<file path="src/rtl/fsr_pkg.sv">
// shared types and constants for the fiat-shamir round unit
// no dependencies
package fsr_pkg;

	localparam int WIDTH  = 32;
	localparam int QDEPTH = 4;
	localparam int QAW    = $clog2(QDEPTH);

	localparam logic [31:0] OUT_MASK = 32'((64'd1 << WIDTH) - 64'd1);

	localparam logic [1:0] REG_PRIME_P = 2'd0;
	localparam logic [1:0] REG_PRIME_Q = 2'd1;
	localparam logic [1:0] REG_SECRET  = 2'd2;

	typedef struct packed {
		logic [31:0] commitment;
		logic        challenge;
	} item_t;

	typedef struct packed {
		logic [31:0] witness;
		logic [31:0] response;
		logic [31:0] public_value;
		logic        valid_res;
	} result_t;

	typedef struct packed {
		logic        go;
		logic        len64;
		logic [63:0] val;
	} mod_req_t;

	typedef struct packed {
		logic        done;
		logic [31:0] res;
	} mod_rsp_t;

	typedef enum logic [3:0] {
		ST_IDLE,
		ST_RED_S,
		ST_MUL_P,
		ST_RED_P,
		ST_RED_X,
		ST_MUL_W,
		ST_RED_W,
		ST_MUL_R,
		ST_RED_R
	} state_t;

endpackage

</file>
<file path="src/rtl/fsr_modred.sv">
// bit-serial modular reduction, one dividend bit per cycle
// depends on fsr_pkg
module fsr_modred (
	input  logic             clk,
	input  logic             arst_n,
	input  fsr_pkg::mod_req_t req,
	input  logic [31:0]      n,
	output fsr_pkg::mod_rsp_t rsp
);

	logic [31:0] rem_q;
	logic [63:0] sh_q;
	logic [6:0]  cnt_q;
	logic        done_q;
	logic [32:0] trial;
	logic [32:0] diff;
	logic [31:0] next_rem;

	always_comb begin
		trial    = {rem_q, sh_q[63]};
		diff     = trial - {1'b0, n};
		next_rem = (trial >= {1'b0, n}) ? diff[31:0] : trial[31:0];
	end

	always_ff @(posedge clk or negedge arst_n) begin
		if (!arst_n) begin
			cnt_q  <= '0;
			done_q <= 1'b0;
		end else if (req.go) begin
			cnt_q  <= req.len64 ? 7'd64 : 7'd32;
			done_q <= 1'b0;
		end else if (cnt_q != 7'd0) begin
			cnt_q  <= cnt_q - 7'd1;
			done_q <= (cnt_q == 7'd1);
		end else begin
			done_q <= 1'b0;
		end
	end

	always_ff @(posedge clk) begin
		if (req.go) begin
			sh_q  <= req.len64 ? req.val : {req.val[31:0], 32'd0};
			rem_q <= '0;
		end else if (cnt_q != 7'd0) begin
			sh_q  <= {sh_q[62:0], 1'b0};
			rem_q <= next_rem;
		end
	end

	// a zero modulus takes every residue as zero
	assign rsp.done = done_q;
	assign rsp.res  = (n == 32'd0) ? 32'd0 : rem_q;

endmodule

</file>
<file path="src/rtl/fsr_front.sv">
// front end: takes commands and queues them for the back end
// depends on fsr_pkg
module fsr_front (
	input  logic          clk,
	input  logic          arst_n,
	input  logic          start,
	input  fsr_pkg::item_t item,
	output logic          busy,
	input  logic          pop,
	output fsr_pkg::item_t head,
	output logic          empty
);

	fsr_pkg::item_t                mem_q [fsr_pkg::QDEPTH];
	logic [fsr_pkg::QAW-1:0]       wr_q;
	logic [fsr_pkg::QAW-1:0]       rd_q;
	logic [fsr_pkg::QAW:0]         cnt_q;
	logic                          push;
	logic                          take;

	assign busy  = (cnt_q == (fsr_pkg::QAW+1)'(fsr_pkg::QDEPTH));
	assign empty = (cnt_q == '0);
	assign push  = start & ~busy;
	assign take  = pop & ~empty;
	assign head  = mem_q[rd_q];

	always_ff @(posedge clk or negedge arst_n) begin
		if (!arst_n) begin
			wr_q  <= '0;
			rd_q  <= '0;
			cnt_q <= '0;
		end else begin
			if (push) wr_q <= wr_q + (fsr_pkg::QAW)'(1);
			if (take) rd_q <= rd_q + (fsr_pkg::QAW)'(1);
			if (push && !take) cnt_q <= cnt_q + (fsr_pkg::QAW+1)'(1);
			else if (take && !push) cnt_q <= cnt_q - (fsr_pkg::QAW+1)'(1);
		end
	end

	always_ff @(posedge clk) begin
		if (push) mem_q[wr_q] <= item;
	end

endmodule

</file>
<file path="src/rtl/fsr_back.sv">
// back end: sequences the modular products of one round
// depends on fsr_pkg, fsr_modred
module fsr_back (
	input  logic             clk,
	input  logic             arst_n,
	input  logic             empty,
	input  fsr_pkg::item_t   head,
	output logic             pop,
	input  logic [31:0]      n,
	input  logic [31:0]      secret,
	output fsr_pkg::result_t result,
	output logic             done
);

	fsr_pkg::state_t   state_q, state_d;
	fsr_pkg::mod_req_t req;
	fsr_pkg::mod_rsp_t rsp;
	logic [63:0] op_q;
	logic        len_q;
	logic        go_q;
	logic [31:0] s_q, pub_q, x_q, wit_q, commit_q;
	logic        e_q;
	fsr_pkg::result_t result_q;
	logic        done_q;
	logic [31:0] mul_a, mul_b;
	logic [63:0] prod;

	assign req.go    = go_q;
	assign req.len64 = len_q;
	assign req.val   = op_q;

	fsr_modred u_modred (
		.clk    (clk),
		.arst_n (arst_n),
		.req    (req),
		.n      (n),
		.rsp    (rsp)
	);

	always_comb begin
		state_d = state_q;
		unique case (state_q)
			fsr_pkg::ST_IDLE:  if (!empty) state_d = fsr_pkg::ST_RED_S;
			fsr_pkg::ST_RED_S: if (rsp.done) state_d = fsr_pkg::ST_MUL_P;
			fsr_pkg::ST_MUL_P: state_d = fsr_pkg::ST_RED_P;
			fsr_pkg::ST_RED_P: if (rsp.done) state_d = fsr_pkg::ST_RED_X;
			fsr_pkg::ST_RED_X: if (rsp.done) state_d = fsr_pkg::ST_MUL_W;
			fsr_pkg::ST_MUL_W: state_d = fsr_pkg::ST_RED_W;
			fsr_pkg::ST_RED_W: begin
				if (rsp.done) state_d = e_q ? fsr_pkg::ST_MUL_R : fsr_pkg::ST_IDLE;
			end
			fsr_pkg::ST_MUL_R: state_d = fsr_pkg::ST_RED_R;
			fsr_pkg::ST_RED_R: if (rsp.done) state_d = fsr_pkg::ST_IDLE;
			default:           state_d = fsr_pkg::ST_IDLE;
		endcase
	end

	always_comb begin
		pop   = 1'b0;
		mul_a = x_q;
		mul_b = x_q;
		unique case (state_q)
			fsr_pkg::ST_IDLE:  pop = ~empty;
			fsr_pkg::ST_MUL_P: begin
				mul_a = s_q;
				mul_b = s_q;
			end
			fsr_pkg::ST_MUL_R: mul_b = s_q;
			default: ;
		endcase
	end

	assign prod = {32'd0, mul_a} * {32'd0, mul_b};

	always_ff @(posedge clk or negedge arst_n) begin
		if (!arst_n) begin
			state_q <= fsr_pkg::ST_IDLE;
			go_q    <= 1'b0;
			done_q  <= 1'b0;
		end else begin
			state_q <= state_d;
			go_q    <= 1'b0;
			done_q  <= 1'b0;
			case (state_q)
				fsr_pkg::ST_IDLE:  go_q <= ~empty;
				fsr_pkg::ST_MUL_P, fsr_pkg::ST_MUL_W, fsr_pkg::ST_MUL_R: go_q <= 1'b1;
				fsr_pkg::ST_RED_P: go_q <= rsp.done;
				fsr_pkg::ST_RED_W: done_q <= rsp.done & ~e_q;
				fsr_pkg::ST_RED_R: done_q <= rsp.done;
				default: ;
			endcase
		end
	end

	always_ff @(posedge clk) begin
		case (state_q)
			fsr_pkg::ST_IDLE: begin
				commit_q <= head.commitment;
				e_q      <= head.challenge;
				op_q     <= {32'd0, secret};
				len_q    <= 1'b0;
			end
			fsr_pkg::ST_RED_S: if (rsp.done) s_q <= rsp.res;
			fsr_pkg::ST_MUL_P, fsr_pkg::ST_MUL_W, fsr_pkg::ST_MUL_R: begin
				op_q  <= prod;
				len_q <= 1'b1;
			end
			fsr_pkg::ST_RED_P: begin
				if (rsp.done) pub_q <= rsp.res;
				op_q  <= {32'd0, commit_q};
				len_q <= 1'b0;
			end
			fsr_pkg::ST_RED_X: if (rsp.done) x_q <= rsp.res;
			fsr_pkg::ST_RED_W: begin
				if (rsp.done) begin
					wit_q <= rsp.res;
					result_q.witness      <= rsp.res & fsr_pkg::OUT_MASK;
					result_q.response     <= x_q & fsr_pkg::OUT_MASK;
					result_q.public_value <= pub_q & fsr_pkg::OUT_MASK;
					result_q.valid_res    <= 1'b1;
				end
			end
			fsr_pkg::ST_RED_R: begin
				if (rsp.done) begin
					result_q.witness      <= wit_q & fsr_pkg::OUT_MASK;
					result_q.response     <= rsp.res & fsr_pkg::OUT_MASK;
					result_q.public_value <= pub_q & fsr_pkg::OUT_MASK;
					// (x*s)^2 and x^2 * s^2 agree mod n, so the check always holds
					result_q.valid_res    <= 1'b1;
				end
			end
			default: ;
		endcase
	end

	assign result = result_q;
	assign done   = done_q;

endmodule

</file>
<file path="src/rtl/fiat_shamir_round_unit.sv">
// Fiat-Shamir identification round unit. One round per command: start is taken
// when busy is low and up to four commands queue up while earlier rounds run.
// Each round runs on the one bit-serial modular reduction unit: four reductions
// with challenge 0 and five with challenge 1 (secret, commitment, each product),
// with a multiply step before each product and a step to take the command from
// the queue. The result shows for one cycle with done high; the receiver cannot
// stall it. Configuration is written through cfg_we / cfg_idx / cfg_wdata; the
// user must write it only while idle, and the block does not enforce this.
// depends on fsr_pkg, fsr_front, fsr_back
module fiat_shamir_round_unit (
	input  logic             clk,
	input  logic             arst_n,
	input  logic             start,
	input  fsr_pkg::item_t   item,
	output logic             busy,
	output fsr_pkg::result_t result,
	output logic             done,
	input  logic             cfg_we,
	input  logic [1:0]       cfg_idx,
	input  logic [31:0]      cfg_wdata
);

	logic [15:0] prime_p_q;
	logic [15:0] prime_q_q;
	logic [31:0] secret_q;
	logic [31:0] n_q;
	logic        pop;
	logic        empty;
	fsr_pkg::item_t head;

	always_ff @(posedge clk or negedge arst_n) begin
		if (!arst_n) begin
			prime_p_q <= 16'd61;
			prime_q_q <= 16'd53;
			secret_q  <= 32'd7;
		end else if (cfg_we) begin
			unique case (cfg_idx)
				fsr_pkg::REG_PRIME_P: prime_p_q <= cfg_wdata[15:0];
				fsr_pkg::REG_PRIME_Q: prime_q_q <= cfg_wdata[15:0];
				fsr_pkg::REG_SECRET:  secret_q  <= cfg_wdata;
				default: ;
			endcase
		end
	end

	// modulus is the registered product of the two prime registers
	always_ff @(posedge clk) begin
		n_q <= {16'd0, prime_p_q} * {16'd0, prime_q_q};
	end

	fsr_front u_front (
		.clk    (clk),
		.arst_n (arst_n),
		.start  (start),
		.item   (item),
		.busy   (busy),
		.pop    (pop),
		.head   (head),
		.empty  (empty)
	);

	fsr_back u_back (
		.clk    (clk),
		.arst_n (arst_n),
		.empty  (empty),
		.head   (head),
		.pop    (pop),
		.n      (n_q),
		.secret (secret_q),
		.result (result),
		.done   (done)
	);

endmodule

</file>
<file path="config.mk">
export PLATFORM = sky130hd
export DESIGN_NAME = fiat_shamir_round_unit
export DESIGN_NICKNAME = d
export VERILOG_FILES = /design/src/rtl/fsr_pkg.sv /design/src/rtl/fsr_modred.sv /design/src/rtl/fsr_front.sv /design/src/rtl/fsr_back.sv /design/src/rtl/fiat_shamir_round_unit.sv
export SDC_FILE = /design/constraint.sdc
export NUM_CORES = 2
export LEC_CHECK = 0
export BUFFER_PORTS_ARGS = -buffer_cell sky130_fd_sc_hd__buf_2
export CORE_ASPECT_RATIO = 0.75
export CORE_MARGIN = 4
export CORE_UTILIZATION = 40
export CTS_CLUSTER_SIZE = 20
export DETAILED_ROUTE_END_ITERATION = 8
export SLEW_MARGIN = 20
export SYNTH_ARGS = -nofsm -noshare
export SYNTH_HDL_FRONTEND = slang
export SYNTH_SLANG_ARGS = --single-unit
</file>
<file path="constraint.sdc">
create_clock -name clk -period 10.65 [get_ports clk]
set_input_delay 1.065 -clock clk [delete_from_list [all_inputs] [get_ports clk]]
set_output_delay 1.065 -clock clk [all_outputs]
set_load 0.01 [all_outputs]
</file>
* Word level (Yosys, flattened, before mapping)
Memory sizes are Yosys's and may differ from the RTL's. A register that Yosys moved wholly into a read port is not among the register bits.
Cells that the tools add are included.
Widths: inputs -> output; s select.
** Word-level totals
- Input port bits :: 71
- Word-level logic and storage cells :: 116
- Bits in writable memories :: 132
- Register bits :: 503
- Memories kept :: 1
** Cells by class
- Add/sub/neg operators :: 6
- Reduce and logical (&&, ||, !) cells :: 26
- Eq/ne operators :: 18
- Bitwise logic cells :: 6
- $lt $le $gt $ge :: 1
- Multiplexer cells :: 32
- Multipliers :: 2
** Memory list
- u_front.mem_q :: depth 4, bits a word 33, read ports 1, clocked after Yosys merged registers in 1, wr ports 1, line fsr_front.sv:14 : fsr_pkg::item_t mem_q [fsr_pkg::QDEPTH];
** Operator list (number)
- $mux 97 :: 2
- $pmux 97 s2 :: 1
- $mux 64 :: 3
- $pmux 64 s3 :: 1
- $mux 32 :: 4
- $mul 32x32->64 :: 1
- $pmux 4 s9 :: 1
- $ge 33x32->1 :: 1
- $logic_not 32->1 :: 1
- $mul 16x16->32 :: 1
- $sub 32x32->32 :: 1
- $mux 4 :: 6
- $mux 7 :: 3
- $eq 4x3->1 const B :: 4
- $reduce_and 2->1 :: 7
- $ne 2x2->1 const B :: 6
- $mux 3 :: 3
- $eq 4x2->1 const B :: 2
- $reduce_bool 2->1 :: 4
- $eq 7x1->1 const B :: 1
- $reduce_bool 7->1 :: 1
- $sub 7x1->7 const B :: 1
- $reduce_and 6->1 :: 1
- $mux 1 :: 5
- 21 further kinds :: 30

* Logic depth before layout (Yosys ltp)
- Depth in word-level cells :: 7
- Mapped depth :: 35
- Depth with buffers taken out :: 30

* Cells and area by module
From an unflattened synthesis, not the netlist that was laid out.
** Second synthesis, totals
- Cells, all modules :: 6491
- Area, all modules :: 68431.9 sq um
** By module, submodules not included
- fsr_back :: area an instance 44833.0 sq um, instances 1, sequential area each 9819.4 sq um, cells each 4395
- fiat_shamir_round_unit :: area an instance 11663.7 sq um, instances 1, sequential area each 2257.2 sq um, cells each 1175
- fsr_modred :: area an instance 6692.7 sq um, instances 1, sequential area each 2762.6 sq um, cells each 712
- fsr_front :: area an instance 5242.5 sq um, instances 1, sequential area each 4139.0 sq um, cells each 209

* Worst setup path before layout
No wires, ideal clock.
- Path kind :: register to register
- Start point :: register u_back.state_q[2]
- End point :: register u_back.op_q[63] (data pin)
- Stages on the path, launching flop included :: 32
- Slack :: 1.758 ns
- Arrival time :: 8.626 ns
- Library setup time :: 0.266 ns
- Buffers on the path :: 5
- Cell sequence :: dfrtp_1 > clkbuf_1 > nor2_1 > nand2b_1 > nand3b_1 > clkbuf_1 > buf_1 > mux2i_1 > clkbuf_1 > nor2_1 > fa_1 > fa_1 > fa_1 > inv_1 > fa_1 > inv_1 > fa_1 > fa_1 > fa_1 > fa_1 > ha_1 > clkbuf_1 > and3_1 > and2_1 > nand3_1 > a2111oi_0 > o2111ai_1 > and3_1 > o211ai_1 > a41oi_1 > xnor2_1 > nor2_1
** Between the ends
- Longest elaborated chain between the ends :: 5
- Elaborated cells between the ends (all ways) :: 11
- Those cells by class :: mul: 1; eq/ne: 4; mux: 3; reduce/logical: 3
** Ends and longest elaborated chain
- start, declared :: line fsr_back.sv:15 : fsr_pkg::state_t state_q, state_d;
- start signal, assigned :: line fsr_back.sv:77 : state_q <= fsr_pkg::ST_IDLE;
- start signal, assigned :: line fsr_back.sv:81 : state_q <= state_d;
- $eq 4x2->1 or $eq 4x3->1 (tied branches) :: line fsr_back.sv:62, fsr_back.sv:96
- $reduce_or 2->1 (no line)
- $mux 32 :: line fsr_back.sv:62 : unique case (state_q)
- $mul 32x32->64 :: line fsr_back.sv:73 : assign prod = {32'd0, mul_a} * {32'd0, mul_b};
- $pmux 64 s3 * :: line fsr_back.sv:96 : case (state_q)
- end signal, assigned :: line fsr_back.sv:100 : op_q <= {32'd0, secret};
- end signal, assigned :: line fsr_back.sv:105 : op_q <= prod;
- end signal, assigned :: line fsr_back.sv:110 : op_q <= {32'd0, commit_q};
- end, declared :: line fsr_back.sv:18 : logic [63:0] op_q;
Every way passes the cells marked *; elsewhere a longest branch is shown, timed or not.
A chain may end at the register's enable or synchronous reset.

* Worst setup path in the final report
- Start point :: register u_back.state_q[0]
- End point :: register u_back.op_q[63] (data pin)
The elaborated chain is that of the path after synthesis.

==> flow_summary.ini <==
[detailed_routing]
drt-total-wl_um = 214000
drc = 0
ant_nets = 0
drt-vias-per-instance = 5.39
drtPass1Iterations = 5
drt_iter0_drc = 4952
wl_per_cell_um = 24.2
vias = 47746

[timing]
setup_viol = 0
timing.final.crit_share = 0.946
fin_skew_ns = 0.0451
tightest_slew_ns = 1.13
relSlewSlack = 0.225
timing.fmax_mhz = 99.3
rsz0062_at_grt = false
min_period_ns = 10.07
fin_tns_setup_ns = 0
hold_violations = 0
slew_viol_final = 0

[critical_path]
worstSetupEndpoint = u_back.op_q[63]$_DFFE_PP_
r2r_slack_ns = 0.58
endpoint_kind = flip-flop
critPathLaunch = u_back.state_q[0]$_DFFE_PN0P_
crit_type = flip-flop to flip-flop
worstPathMaxFanout = 76
cpPeakStageDelay_ns = 0.98
reg2reg_from = u_back.state_q[0]$_DFFE_PN0P_
rr_endpoint = u_back.op_q[63]$_DFFE_PP_
slowest_stage = mux2i_1
cp_common_cell = fa_1
worstPathArrival_ns = 10.45
r2r_cells = 28
cp-start-kind = flip-flop
critical_path_required_ns = 11.03

[placement]
place_congestion = 0.974
place_area_um2 = 71200
placement.io_buffers = 168
placedCellCount = 8723
dp_hpwl_um = 170000

[grt]
grt_usage = 0.247
grt_pass1_wl_um = 325000
antenna_found_initial = 6
grt_pass1_vias = 49796
grt_overflow_total = 0
grt_max_degree = 77

[clocking]
tritoncts = built
clkSinkCount = 667
cts_root_buf = clkbuf_16
post_cts_resized = 0
cts_max_path_buffers = 3
cts_made_buffers = 69
hold_buffers = 0
cts_max_level = 3
post_cts_buffers = 0
clkTransAtPathRegs_ns = 0.07
worst_skew_pair.late_latency_ns = 0.67

[logic_synthesis]
async_reset_ff_frac = 0.127
synthTopCellsByArea = fa_1 (32%), edfxtp_1 (23%), ha_1 (7.5%), inv_1 (6.5%), nand2_1 (4.3%)
synth_top_area_share = 0.323
synth_warnings = 0
synth.distinct_cells = 85
syn_area_um2 = 67700
seq_area_frac_synth = 0.280
syn_area_per_cell_um2 = 10.4
synth_edf_count = 518
ys.flop_type = edfxtp_1
synth_area_leader_cell = fa_1
synthCells = 6518
synth_nets = 8087
synth_seq_cells = 667

[die]
rows = 130
core_um2 = 168000
dieWidth_um = 483
die-area_um2 = 176000
io_pins = 170
start_util = 0.403
die_height_um = 364

[final_layout]
final_cells = 8855
fin_util = 0.438
fin_nets = 8119
final_common_cell = inv_1
syn2layout_area_growth_pct = 8.60
mostFrequentLayoutCells = inv_1 (1170), fa_1 (1092), nand2_1 (770)
layout-drive-gt1-share = 0.0943
fin_area_um2 = 73500
fillers = 15952

[job]
cap_viol_max_count = 0

[hold_path]
hold_class = input pin to asynchronous set/reset pin

[outcome]
outcome = completed
[final cells by class]
cell class	count	area [um2]	area share
Clock buffer	93	1930	0.0263
Inverter	1173	4400	0.0599
Multi-Input combinational cell	4354	43300	0.589
Clock inverter	35	317	0.00431
Tap cell	2244	2810	0.0382
Sequential cell	667	19000	0.258
Timing Repair Buffer	285	1750	0.0238
Antenna cell	4	10.0	0.000136
[critical path: cells and delay by family, from the launching register on]
kind | cells | cell delay (ns)
and+or+nand+nor | 6 | 1.09
adders and majority gates | 9 | 4.56
muxes | 1 | 0.98
DFF | 1 | 0.56
buffers and inverters | 6 | 1.09
xor gates and xnor gates | 1 | 0.19
AOI/OAI and AO/OA | 5 | 1.25
[cell usage after synthesis (all sizes together), types with 10 or more instances]
cell and n:
a211oi 15, a21o 93, a21oi 159, a22o 34
a22oi 29, a31oi 10, and2 110, buf 32
clkbuf 292, dfrtp 73, dfstp 12, dfxtp 64
edfxtp 518, fa 1092, ha 406, inv 1171
mux2 127, mux2i 121, mux4 33, nand2 770
nand2b 23, nand3 25, nand4 36, nor2 717
nor2b 16, nor3 24, nor4 11, o21a 12
o21ai 209, o21bai 20, o22ai 11, xnor2 74
xor2 50
[state kept, by name, indices dropped and copies added (netlist names), 64 cells and up]
name / count
u_back.op_q: 64
u_back.u_modred.sh_q: 64
u_back.result: 96
u_front.mem_q: 132
[cells by family (layout without fill, tap and decap cells)]
kind of cell             after synthesis  after routing  share of synthesized area
multiplexers                         281            281                     0.0500
AO/OA/AOI/OAI                        669            669                     0.0627
other                                  1              5                  0.0000554
flip-flops                           667            667                      0.280
AND/OR/NAND/NOR                     1781           1781                      0.110
adder cells (fa/ha/maj)             1498           1498                      0.398
buffers and inverters               1497           1586                     0.0832
XOR/XNOR                             124            124                     0.0160
[worst min path at each step]
stage | start | endpoint | slack, ns | cells after the start
final | arst_n | u_back.done$_DFF_PN0_ | 0.26 | 1
after global routing | arst_n | u_back.done$_DFF_PN0_ | 0.25 | 1
after CTS | arst_n | u_back.done$_DFF_PN0_ | 0.22 | 1
after detailed placement | u_back.pub_q[21]$_DFFE_PP_ | u_back.result[22]$_DFFE_PP_ | 0.40 | 0
after global placement | u_back.pub_q[17]$_DFFE_PP_ | u_back.result[18]$_DFFE_PP_ | 0.40 | 0
after floorplan | u_back.pub_q[9]$_DFFE_PP_ | u_back.result[10]$_DFFE_PP_ | 0.40 | 0
[layer usage]
metal / global-route usage / routed length [um] / up-vias
met5: 0 / 0 / -
met4: 0.0570 / 5350 / 0
met3: 0.0912 / 27500 / 223
met2: 0.337 / 84800 / 2328
met1: 0.372 / 96400 / 24544
li1: - / - / 20651
[metrics by stage]
step           setup slack (ns)  hold slack, ns
6_report                  0.580           0.261
5_1_grt                   0.194           0.248
4_1_cts                   0.788           0.218
3_5_place_dp              0.788           0.405
3_3_place_gp              0.903           0.404
2_1_floorplan              1.76           0.400
Power is left out: the tool's default activity adds up to more than one toggle a clock period on the data nets, which glitch-free logic cannot reach.
